**config.mk**
```make
export PLATFORM = sky130hd
export DESIGN_NAME = button_click_double_hold_classifier
export DESIGN_NICKNAME = d
export VERILOG_FILES = /design/src/hw/rtl/bcdh_pkg.sv /design/src/hw/rtl/button_click_double_hold_classifier.sv
export SDC_FILE = /design/constraint.sdc
export NUM_CORES = 1
export LEC_CHECK = 0
export BUFFER_PORTS_ARGS = -buffer_cell sky130_fd_sc_hd__buf_2
export CAP_MARGIN = 20
export CORE_MARGIN = 5
export CORE_UTILIZATION = 65
export DETAILED_ROUTE_END_ITERATION = 16
export PLACE_DENSITY = 0.93
export REMOVE_ABC_BUFFERS = 1
export SLEW_MARGIN = 15
export SYNTH_ARGS = -nofsm -noshare
export SYNTH_HDL_FRONTEND = slang
export SYNTH_SLANG_ARGS = --single-unit
export TNS_END_PERCENT = 20
```
**constraint.sdc**
```tcl
create_clock -name i_clk -period 13.11 [get_ports i_clk]
set_input_delay 0 -clock i_clk [delete_from_list [all_inputs] [get_ports i_clk]]
set_output_delay 0 -clock i_clk [all_outputs]
set_load 0.005 [all_outputs]
```
**src/hw/rtl/bcdh_pkg.sv**
```systemverilog
`default_nettype none

package bcdh_pkg;

    // Field and bus widths
    localparam int NOW_W       = 32;
    localparam int CFG_W       = 16;
    localparam int CFG_ADDR_W  = 2;
    localparam int EVENT_W     = 2;
    localparam int S_TDATA_W   = 40;   // pin_level + now_ms = 33 bits, padded to bytes
    localparam int M_TDATA_W   = 8;    // event_code = 2 bits, padded to a byte

    localparam int TIME_BITS_DEF = 32;

    // Register reset values
    localparam logic [CFG_W-1:0] MIN_PRESS_RST     = 16'd50;
    localparam logic [CFG_W-1:0] DOUBLE_WINDOW_RST = 16'd400;
    localparam logic [CFG_W-1:0] HOLD_RST          = 16'd5000;

    // Register indexes
    localparam logic [CFG_ADDR_W-1:0] CFG_MIN_PRESS     = 2'd0;
    localparam logic [CFG_ADDR_W-1:0] CFG_DOUBLE_WINDOW = 2'd1;
    localparam logic [CFG_ADDR_W-1:0] CFG_HOLD          = 2'd2;

    typedef enum logic [EVENT_W-1:0] {
        EV_NONE   = 2'd0,
        EV_CLICK  = 2'd1,
        EV_DOUBLE = 2'd2,
        EV_HOLD   = 2'd3
    } t_event;

endpackage

`default_nettype wire

```
**src/hw/rtl/button_click_double_hold_classifier.sv**
```systemverilog
// Channel    Dir  Signals                          Content
// s_axis     in   tvalid/tready/tdata[39:0]        poll: pin_level, now_ms
// m_axis     out  tvalid/tready/tdata[7:0]         result: event_code
// cfg        in   we/addr[1:0]/wdata[15:0]         0 min_press, 1 double_window, 2 hold
//
// One poll per cycle sustained while the output is not stalled.
// A poll sits in the input register, is classified in one pass (two parallel
// elapsed-time subtracts and compares) and lands in the result register.
// Synchronous active-low reset clears both valid flags, the button state and
// the registers to their defaults. A stalled output holds its result; the
// input register keeps taking polls as long as the result register drains.
`default_nettype none

module button_click_double_hold_classifier #(
    parameter int TIME_BITS = bcdh_pkg::TIME_BITS_DEF
) (
    input  wire logic                           i_clk,
    input  wire logic                           i_rst_n,

    input  wire logic                           i_s_axis_tvalid,
    output logic                                o_s_axis_tready,
    // [0] pin_level, [32:1] now_ms, [39:33] zero
    input  wire logic [bcdh_pkg::S_TDATA_W-1:0] i_s_axis_tdata,

    output logic                                o_m_axis_tvalid,
    input  wire logic                           i_m_axis_tready,
    // [1:0] event_code, [7:2] zero
    output logic [bcdh_pkg::M_TDATA_W-1:0]      o_m_axis_tdata,

    input  wire logic                           i_cfg_we,
    input  wire logic [bcdh_pkg::CFG_ADDR_W-1:0] i_cfg_addr,
    input  wire logic [bcdh_pkg::CFG_W-1:0]     i_cfg_wdata
);
    import bcdh_pkg::*;

    // configuration
    logic [CFG_W-1:0] r_min_press;
    logic [CFG_W-1:0] r_double_window;
    logic [CFG_W-1:0] r_hold;

    // input stage
    logic                 r_in_valid;
    logic                 r_in_pin;
    logic [TIME_BITS-1:0] r_in_now;
    logic [TIME_BITS-1:0] w_now_cap;

    // output stage
    logic   r_out_valid;
    t_event r_out_event;

    // button state
    logic                 r_pressed_seen, n_pressed_seen;
    logic                 r_hold_fired,   n_hold_fired;
    logic [TIME_BITS-1:0] r_press_start,  n_press_start;
    logic                 r_clicks,       n_clicks;   // only 0 or 1 survives a poll
    logic [TIME_BITS-1:0] r_last_click,   n_last_click;
    logic                 r_click_pending, n_click_pending;
    t_event               n_event;

    logic                 w_advance;
    logic                 w_accept;
    logic                 w_down;
    logic                 w_clicked;
    logic [TIME_BITS-1:0] w_dur;
    logic [TIME_BITS-1:0] w_since_click;

    assign w_advance       = r_in_valid && (!r_out_valid || i_m_axis_tready);
    assign o_s_axis_tready = !r_in_valid || w_advance;
    assign w_accept        = i_s_axis_tvalid && o_s_axis_tready;

    // now_ms zero-extended or truncated to the time width
    assign w_now_cap = TIME_BITS'({32'd0, i_s_axis_tdata[NOW_W:1]});

    assign o_m_axis_tvalid = r_out_valid;
    assign o_m_axis_tdata  = {{(M_TDATA_W-EVENT_W){1'b0}}, r_out_event};

    always_ff @(posedge i_clk) begin
        if (!i_rst_n) begin
            r_min_press     <= MIN_PRESS_RST;
            r_double_window <= DOUBLE_WINDOW_RST;
            r_hold          <= HOLD_RST;
        end else if (i_cfg_we) begin
            case (i_cfg_addr)
                CFG_MIN_PRESS:     r_min_press     <= i_cfg_wdata;
                CFG_DOUBLE_WINDOW: r_double_window <= i_cfg_wdata;
                CFG_HOLD:          r_hold          <= i_cfg_wdata;
                default: ;
            endcase
        end
    end

    always_ff @(posedge i_clk) begin
        if (!i_rst_n) begin
            r_in_valid <= 1'b0;
        end else if (w_accept) begin
            r_in_valid <= 1'b1;
        end else if (w_advance) begin
            r_in_valid <= 1'b0;
        end
    end

    always_ff @(posedge i_clk) begin
        if (w_accept) begin
            r_in_pin <= i_s_axis_tdata[0];
            r_in_now <= w_now_cap;
        end
    end

    assign w_down        = !r_in_pin;
    assign w_dur         = r_in_now - r_press_start;
    assign w_since_click = r_in_now - r_last_click;

    always_comb begin
        n_pressed_seen  = r_pressed_seen;
        n_hold_fired    = r_hold_fired;
        n_press_start   = r_press_start;
        n_clicks        = r_clicks;
        n_last_click    = r_last_click;
        n_click_pending = r_click_pending;
        n_event         = EV_NONE;
        w_clicked       = 1'b0;

        if (w_down && !r_pressed_seen && !r_hold_fired) begin
            n_pressed_seen = 1'b1;
            n_press_start  = r_in_now;
        end else if (!w_down && r_pressed_seen) begin
            n_pressed_seen = 1'b0;
            n_hold_fired   = 1'b0;
            if (w_dur > TIME_BITS'(r_min_press) && w_dur < TIME_BITS'(r_hold)) begin
                w_clicked    = 1'b1;
                n_last_click = r_in_now;
                if (r_clicks) begin
                    n_clicks        = 1'b0;
                    n_click_pending = 1'b0;
                    n_event         = EV_DOUBLE;
                end else begin
                    n_clicks        = 1'b1;
                    n_click_pending = 1'b1;
                end
            end
        end else if (w_down && r_pressed_seen && !r_hold_fired) begin
            if (w_dur >= TIME_BITS'(r_hold)) begin
                n_hold_fired    = 1'b1;
                n_click_pending = 1'b0;
                n_clicks        = 1'b0;
                n_event         = EV_HOLD;
            end
        end

        // a click counted on this poll is excluded by !w_clicked, so it never times out here
        if (n_event == EV_NONE && n_click_pending && !w_clicked
                && w_since_click > TIME_BITS'(r_double_window)) begin
            n_click_pending = 1'b0;
            n_clicks        = 1'b0;
            n_event         = EV_CLICK;
        end
    end

    always_ff @(posedge i_clk) begin
        if (!i_rst_n) begin
            r_pressed_seen  <= 1'b0;
            r_hold_fired    <= 1'b0;
            r_press_start   <= '0;
            r_clicks        <= 1'b0;
            r_last_click    <= '0;
            r_click_pending <= 1'b0;
        end else if (w_advance) begin
            r_pressed_seen  <= n_pressed_seen;
            r_hold_fired    <= n_hold_fired;
            r_press_start   <= n_press_start;
            r_clicks        <= n_clicks;
            r_last_click    <= n_last_click;
            r_click_pending <= n_click_pending;
        end
    end

    always_ff @(posedge i_clk) begin
        if (!i_rst_n) begin
            r_out_valid <= 1'b0;
        end else if (w_advance) begin
            r_out_valid <= 1'b1;
        end else if (i_m_axis_tready) begin
            r_out_valid <= 1'b0;
        end
    end

    always_ff @(posedge i_clk) begin
        if (w_advance) begin
            r_out_event <= n_event;
        end
    end

endmodule

`default_nettype wire

```
=== Yosys cells after proc, flatten, opt, wreduce, memory -nomap -nowiden ===
Cells that the tools add are included.

* Flip-flop bits (word level): 153
* Bits of input ports: 63
* Output and inout port bits: 10
* Logic and storage cells: 92

* Add/sub/neg operators: 2
* $lt $le $gt $ge: 4
* Eq/ne operators: 4
* Multiplexer cells: 31
* Bitwise logic cells: 1
* Reduce and logical (&&, ||, !) cells: 36

{| class="wikitable"
|+ Operators with widths
! kind !! number
|-
| > comparator 32 x 16 -> 1 bit || 2
|-
| subtractor 32 bit || 2
|-
| >= comparator 32 x 16 -> 1 bit || 1
|-
| less-than comparator 32 x 16 -> 1 bit || 1
|-
| two-way mux 1 bit || 25
|-
| two-way mux 2 bit || 6
|-
| logical AND 1 bit || 11
|-
| AND reduction 2 bit || 5
|-
| nonzero test 2 bit || 5
|-
| AND reduction 4 bit || 2
|-
| logical NOT 1 bit || 6
|-
| nonzero test 3 bit || 2
|-
| AND reduction 5 bit || 1
|-
| logical NOT 2 bit || 2
|-
| != test 3 x 1 -> 1 bit, second input constant || 1
|-
| equality test 2 x 1 -> 1 bit, second input constant || 1
|-
| equality test 2 bit, second input constant || 1
|-
| logical OR 1 bit || 2
|-
| != test 2 x 1 -> 1 bit, second input constant || 1
|-
| inverter 1 bit || 1
|}

=== Longest topological paths before layout ===
* Word-level depth: 12
* Mapped depth: 24

=== Worst setup path after synthesis ===
No wires, ideal clock.

* Path type: register to register
* Start point: register r_in_now[5]
* End point: register r_last_click[1]
* Library setup time: 115 ps
* Arrival: 4,256 ps
* Required time: 12,995 ps
* Slack: 8,739 ps
* Stages on the path, launching flop included: 23
* Buffers on the path: 3
* Clock period less this slack: 4,371 ps
* Cell sequence: edfxtp_1 ha_1 or3_1 nand4_1 o21bai_1 nand2_1 a31oi_1 xnor2_1 ha_1 and3_1 nand3_1 nor4_1 a221oi_1 o211ai_1 a2111oi_1 o2111ai_1 and4bb_1 buf_4 and2_1 buf_6 buf_6 o21ai_1 and2_1

* Longest elaborated chain between the ends: 4

{| class="wikitable"
|+ Ends and longest elaborated chain
! item !! RTL line !! source
|-
| start, declared || button_click_double_hold_classifier.sv:44 || <nowiki>logic [TIME_BITS-1:0] r_in_now;</nowiki>
|-
| start signal, assigned || button_click_double_hold_classifier.sv:105 || <nowiki>r_in_now <= w_now_cap;</nowiki>
|-
| subtractor 32 bit (*) || button_click_double_hold_classifier.sv:110 || <nowiki>assign w_dur = r_in_now - r_press_start;</nowiki>
|-
| > comparator 32 x 16 -> 1 bit / less-than comparator 32 x 16 -> 1 bit (equally long branches) || button_click_double_hold_classifier.sv:129 || <nowiki>if (w_dur > TIME_BITS'(r_min_press) && w_dur < TIME_BITS'(r_hold)) begin</nowiki>
|-
| logical AND 1 bit (*) || button_click_double_hold_classifier.sv:129 ||
|-
| AND reduction 4 bit (no source line) (*) || n/a ||
|-
| end signal, assigned || button_click_double_hold_classifier.sv:172 || <nowiki>r_last_click <= n_last_click;</nowiki>
|-
| end, declared || button_click_double_hold_classifier.sv:56 || <nowiki>logic [TIME_BITS-1:0] r_last_click, n_last_click;</nowiki>
|}

Mark *: on every way between the ends. The rest lies on a longest branch, timed or not.
A chain may end at the register's enable or synchronous reset.

=== Worst setup path in the final report ===
* Start point: register r_in_now[0]
* End point: register r_click_pending

* Longest elaborated chain between the ends: 11

{| class="wikitable"
|+ Ends and longest elaborated chain
! item !! RTL line !! source
|-
| subtractor 32 bit || button_click_double_hold_classifier.sv:110 ||
|-
| >= comparator 32 x 16 -> 1 bit (tied with other cells) || button_click_double_hold_classifier.sv:142 || <nowiki>if (w_dur >= TIME_BITS'(r_hold)) begin</nowiki>
|-
| two-way mux 2 bit / logical AND 1 bit (equally long branches) || button_click_double_hold_classifier.sv:142, button_click_double_hold_classifier.sv:129 ||
|-
| two-way mux 2 bit (on tied branches) || button_click_double_hold_classifier.sv:141, button_click_double_hold_classifier.sv:129 ||
|-
| two-way mux 2 bit || button_click_double_hold_classifier.sv:126 || <nowiki>end else if (!w_down && r_pressed_seen) begin</nowiki>
|-
| two-way mux 2 bit || button_click_double_hold_classifier.sv:123 || <nowiki>if (w_down && !r_pressed_seen && !r_hold_fired) begin</nowiki>
|-
| logical NOT 2 bit || button_click_double_hold_classifier.sv:151 || <nowiki>if (n_event == EV_NONE && n_click_pending && !w_clicked</nowiki>
|-
| logical AND 1 bit (2 in a row) || button_click_double_hold_classifier.sv:151 ||
|-
| logical AND 1 bit || button_click_double_hold_classifier.sv:152 || <nowiki>&& w_since_click > TIME_BITS'(r_double_window)) begin</nowiki>
|-
| two-way mux 1 bit (*) || button_click_double_hold_classifier.sv:151 ||
|-
| end signal, assigned || button_click_double_hold_classifier.sv:173 || <nowiki>r_click_pending <= n_click_pending;</nowiki>
|-
| end, declared || button_click_double_hold_classifier.sv:57 || <nowiki>logic r_click_pending, n_click_pending;</nowiki>
|}

Marked as above.

==> results.md <==
Status:
- The run finished with clean final reports.

Global routing:
- The total congestion overflow after global routing is 0.
- Entering global routing, the biggest net connects 75 pins.
- The global-route usage over all layers is 32.9%.
- The via count of the first global-routing pass is 10386.
- The initial antenna violation count is 0.
- The first global-routing pass estimated 51.6 mm of wire.

Drt:
- The number of nets with antenna violations after routing is 0.
- The final wirelength is 33.0 mm.
- The detailed-route via count is 10719.
- The first-pass iteration count of the detailed router is 6.
- After detailed routing, the number of vias per cell comes to 6.50.
- After detailed routing, the average wire length per cell comes to 20.0 um.
- The starting DRC count in detailed routing is 1212.
- In the routed design, unresolved DRC markers number 0.

CTS:
- The post-cts resize count is 0.
- TritonCTS built the clock tree.
- For the worst-skew pair, the clock arrives at the later sink with an insertion delay of 0.44 ns.
- The setup fix buffers added after clock tree synthesis is 0.
- CTS built an H-tree with a depth of 4.
- The maximum count of clock buffers along a single path is 2.
- Buffers inserted during clock tree synthesis total 17.
- In this run the clock root is driven by a sky130_fd_sc_hd__clkbuf_16.
- The clock drives 153 sinks.
- For this design, the CTS-stage hold fixing added 52 buffers.
- Clock-pin slew was measured on the worst setup and hold paths at 0.07 ns.

Finish:
- At the end of the flow, the number of nets in the layout was 1591.
- The post-route netlist has 8.12% of its cells at a drive strength greater than 1.
- The total inserted antenna cells is 0.
- The layout overhead on the synthesized area is 13.1%.

Synthesis:
- The post-synthesis sequential element count is 153.
- The share of async-settable or async-resettable flops after synthesis is 0%.
- After synthesis, the mean cell area works out to 8.03 um^2.
- Sequential elements use 31.7% of the synthesized area.
- The primary flip-flop cell chosen by synthesis mapping is sky130_fd_sc_hd__dfxtp_1.
- The cell area after technology mapping is 10800 um^2.
- The synthesized design contains 35 enable-type register cells.
- The count of different cell masters after synthesis is 78.
- After technology mapping, the gate count stands at 1340.
- The total of warnings raised by yosys is 0.

Power:
- The combinational share of power is 22.6%.
- The power per standard cell area is 106 nW/um^2.
- The static leakage is 0.00464 uW.
- The maximum VDD drop is 0.0000961 V.
- Net switching is 32.0% of the power.
- Per report_power, the sequential group accounts for 39.8% of the total.
- The clock network is responsible for 37.6% of the overall power.
- Overall power consumption after layout is estimated at 1300 uW.
- For this design the total switching power over the nets is 415 uW.
- The design internal power is 881 uW.

Worst setup path:
- The worst path buffer plus inverter count is 3.
- For the worst flop-to-flop path, the logic depth is 22.
- The startpoint kind of the worst setup timing path is a register.
- Across all register-to-register paths, the minimum setup slack is 6.83 ns.
- Traced cell by cell, the critical path runs through inv_1, ha_1, fa_1, nand2b_1, a21oi_2, o21a_1, a21oi_1, xnor2_1, ha_1, and3_1, nand3_1, nor4_1, a221oi_1, o211ai_1, a2111oi_1, o2111ai_1, and4bb_1, buf_4, and2_1, buf_4, nor2b_1, o221a_1.
- The startpoint of the lowest-slack register-to-register path is r_in_now[0].
- The worst register-to-register path ends at r_click_pending.
- The largest delay contributor family on the critical path is compound AO/OA/AOI/OAI gates.
- The largest single stage delay on the critical path is 0.59 ns.
- The cell with the biggest individual delay on the critical path is sky130_fd_sc_hd__and2_1.
- The critical path data arrival time is 6.66 ns.
- The setup path with the least slack is of type reg2reg.
- For the worst setup path, the data required time is 13.49 ns.
- STA classifies the critical path endpoint as a register.
- In this run the worst path has a maximum fanout of 35.

STA:
- Adding up every negative setup slack in the final design gives 0 ns.
- For the pin with the worst max-slew slack, the measured transition is 0.871 ns.
- For the finished layout, the period the worst path requires is 6.28 ns.
- The relative max-transition margin is 41.9%.
- The final setup skew is 0.0111 ns.
- The post-route worst setup slack is 6.83 ns.
- The number of endpoints with negative hold slack in the final report was 0.
- The portion of the clock cycle consumed by the worst path in the final layout is 47.9%.
- The worst hold margin is 0.0655 ns.
- The final count of pins violating max slew is 0.
- The maximum clock frequency is 0.159 GHz.
- Setup repair after global routing left no endpoint under its margin.
- The total setup violations reported at the end of the flow is 0.

Hold path:
- For hold timing, the worst endpoint is r_min_press[0].
- The worst min-delay path class is in2reg.
- The worst min-delay path startpoint is i_cfg_addr[0].
- The worst hold path passes through 4 cells.

Die:
- After floorplanning, the core was sized to cover 16400 um^2.
- From bottom edge to top edge, the die measures 139 um.
- The die outline area is 19200 um^2.
- The effective utilization at floorplan is 65.6%.
- The floorplan has 47 rows.
- The I/O pin count is 73.
- Measured along the x axis, the die boundary spans 139 um.

Placement:
- Routability-driven placement finished with a final weighted congestion of 0.997.
- OpenSTA, run right after detailed placement, puts the worst setup slack at 7.05 ns.
- The count of input and output buffers is 59.
- The wire-length estimate of the detail-placed layout is 21.0 mm.

Run:
- The number of maximum-capacitance violations is 0.
## cell type report
| class | count | area, um^2 |
|---|---|---|
| fillers | 1063 | 4230 |
| flip-flops and latches | 153 | 3410 |
| multi-input cells | 1004 | 6590 |
| well taps | 220 | 275 |
| repair buffers | 118 | 868 |
| inverters | 122 | 458 |
| clock inverters | 12 | 100 |
| clock buffers | 20 | 468 |
## cell usage in the layout (no fill, tap or decap), types with 7 or more instances in the layout
cell type / n
sky130_fd_sc_hd__nor2_1: 53
sky130_fd_sc_hd__a21boi_0: 69
sky130_fd_sc_hd__nand4_1: 22
sky130_fd_sc_hd__xor2_1: 22
sky130_fd_sc_hd__edfxtp_1: 35
sky130_fd_sc_hd__dlygate4sd3_1: 52
sky130_fd_sc_hd__mux2i_1: 7
sky130_fd_sc_hd__buf_2: 59
sky130_fd_sc_hd__a21oi_1: 142
sky130_fd_sc_hd__buf_4: 7
sky130_fd_sc_hd__nand3_1: 20
sky130_fd_sc_hd__o21a_1: 15
sky130_fd_sc_hd__xnor2_1: 21
sky130_fd_sc_hd__clkbuf_16: 18
sky130_fd_sc_hd__a21o_1: 25
sky130_fd_sc_hd__o211ai_1: 27
sky130_fd_sc_hd__dfxtp_1: 118
sky130_fd_sc_hd__a211oi_1: 8
sky130_fd_sc_hd__o21ai_0: 42
sky130_fd_sc_hd__nor3_1: 14
sky130_fd_sc_hd__nand2_1: 215
sky130_fd_sc_hd__ha_1: 110
sky130_fd_sc_hd__inv_1: 121
sky130_fd_sc_hd__nand2b_1: 12
sky130_fd_sc_hd__nor2b_1: 38
sky130_fd_sc_hd__a31oi_1: 15
## logic make-up after synthesis
| group | Yosys count | synth area share, % |
|---|---|---|
| DFF | 153 | 31.7 |
| adders and majority gates | 112 | 13.2 |
| xor gates and xnor gates | 43 | 3.50 |
| other | 1 | 0.0348 |
| and+or+nand+nor | 422 | 18.4 |
| AOI/OAI and AO/OA | 412 | 25.0 |
| muxes | 9 | 0.860 |
| buffers and inverters | 188 | 7.33 |
## worst max path at each step
| stage | startpoint | to | slack, ns | depth (start not counted) |
|---|---|---|---|---|
| final | r_in_now[0] | r_click_pending | 6.83 | 22 |
| after detailed placement | r_in_now[0] | r_click_pending | 7.05 | 22 |
| after global routing | r_in_now[5] | r_click_pending | 6.58 | 21 |
| after CTS | r_in_now[0] | r_click_pending | 7.03 | 22 |
| after floorplan | r_in_now[5] | r_click_pending | 7.79 | 19 |
| after global placement | r_in_now[0] | r_last_click[0] | 7.13 | 22 |
## worst reg2reg max path, cell delays in order (launching register included)
cell and delay, ns:
sky130_fd_sc_hd__edfxtp_1 0.40, sky130_fd_sc_hd__inv_1 0.10, sky130_fd_sc_hd__ha_1 0.25, sky130_fd_sc_hd__fa_1 0.44, sky130_fd_sc_hd__nand2b_1 0.21, sky130_fd_sc_hd__a21oi_2 0.31
sky130_fd_sc_hd__o21a_1 0.22, sky130_fd_sc_hd__a21oi_1 0.14, sky130_fd_sc_hd__xnor2_1 0.28, sky130_fd_sc_hd__ha_1 0.30, sky130_fd_sc_hd__and3_1 0.17, sky130_fd_sc_hd__nand3_1 0.12
sky130_fd_sc_hd__nor4_1 0.10, sky130_fd_sc_hd__a221oi_1 0.27, sky130_fd_sc_hd__o211ai_1 0.18, sky130_fd_sc_hd__a2111oi_1 0.44, sky130_fd_sc_hd__o2111ai_1 0.23, sky130_fd_sc_hd__and4bb_1 0.34
sky130_fd_sc_hd__buf_4 0.39, sky130_fd_sc_hd__and2_1 0.60, sky130_fd_sc_hd__buf_4 0.37, sky130_fd_sc_hd__nor2b_1 0.17, sky130_fd_sc_hd__o221a_1 0.19
## synth_stat cells (6+ instances only)
library cell / number / area, um^2
sky130_fd_sc_hd__a21boi_0: 69 / 518
sky130_fd_sc_hd__or3_1: 6 / 37.5
sky130_fd_sc_hd__buf_4: 9 / 67.6
sky130_fd_sc_hd__nand3b_1: 6 / 45.0
sky130_fd_sc_hd__nand3_1: 20 / 100
sky130_fd_sc_hd__o211ai_1: 27 / 203
sky130_fd_sc_hd__a31oi_1: 15 / 93.8
sky130_fd_sc_hd__nor4_1: 6 / 37.5
sky130_fd_sc_hd__a21o_1: 25 / 188
sky130_fd_sc_hd__buf_2: 15 / 75.1
sky130_fd_sc_hd__o21a_1: 15 / 113
sky130_fd_sc_hd__nor3_1: 14 / 70.1
sky130_fd_sc_hd__nand2_1: 215 / 807
sky130_fd_sc_hd__nor2_1: 53 / 199
sky130_fd_sc_hd__edfxtp_1: 35 / 1050
sky130_fd_sc_hd__o21bai_1: 6 / 45.0
sky130_fd_sc_hd__clkbuf_1: 36 / 135
sky130_fd_sc_hd__nand4_1: 22 / 138
sky130_fd_sc_hd__xor2_1: 22 / 193
sky130_fd_sc_hd__o2111ai_1: 6 / 52.6
sky130_fd_sc_hd__a21oi_1: 142 / 711
sky130_fd_sc_hd__nand2b_1: 12 / 75.1
sky130_fd_sc_hd__dfxtp_1: 118 / 2360
sky130_fd_sc_hd__xnor2_1: 21 / 184
sky130_fd_sc_hd__mux2i_1: 7 / 70.1
sky130_fd_sc_hd__a211oi_1: 8 / 60.1
sky130_fd_sc_hd__o21ai_0: 42 / 210
sky130_fd_sc_hd__ha_1: 110 / 1380
sky130_fd_sc_hd__nor2b_1: 38 / 238
sky130_fd_sc_hd__inv_1: 121 / 454
## power by group through the flow
stage | clock network, uW | logic (uW) | registers [uW]
2_1_floorplan | 0 | 189 | 518
3_3_place_gp | 0 | 251 | 523
3_5_place_dp | 0 | 261 | 524
4_1_cts | 482 | 278 | 514
5_1_grt | 508 | 317 | 517
6_report | 488 | 293 | 516
## metal layers
layer / GRT usage, % / up-vias / routed length [um] / share of wire, %
li1: - / 4872 / - / -
met1: 39.7 / 4946 / 12300 / 37
met2: 54.9 / 703 / 15300 / 46
met3: 6.62 / 198 / 3390 / 10
met4: 18.8 / 0 / 2080 / 6.3
met5: 0 / - / 0 / 0
## flip-flops by register name, summed over array words and instances, names as in the netlist
| signal | cells |
|---|---|
| r_out_event | 2 |
| r_double_window | 16 |
| r_min_press | 16 |
| r_in_valid | 1 |
| r_in_pin | 1 |
| r_press_start | 32 |
| r_hold_fired | 1 |
| r_hold | 16 |
| o_m_axis_tvalid | 1 |
| r_last_click | 32 |
| r_in_now | 32 |
| r_clicks | 1 |
| r_pressed_seen | 1 |
| r_click_pending | 1 |
## stage by stage
| step | utilization, % | cell area (um^2) | instances |
|---|---|---|---|
| after global placement | 67.5 | 11100 | 1564 |
| after detailed placement | 67.5 | 11100 | 1564 |
| after CTS | 74.2 | 12200 | 1648 |
| after global routing | 74.2 | 12200 | 1649 |
| after floorplan | - | 10500 | 1279 |
| final | 74.2 | 12200 | 1649 |
Note: power is estimated with default switching activity, not from simulation.
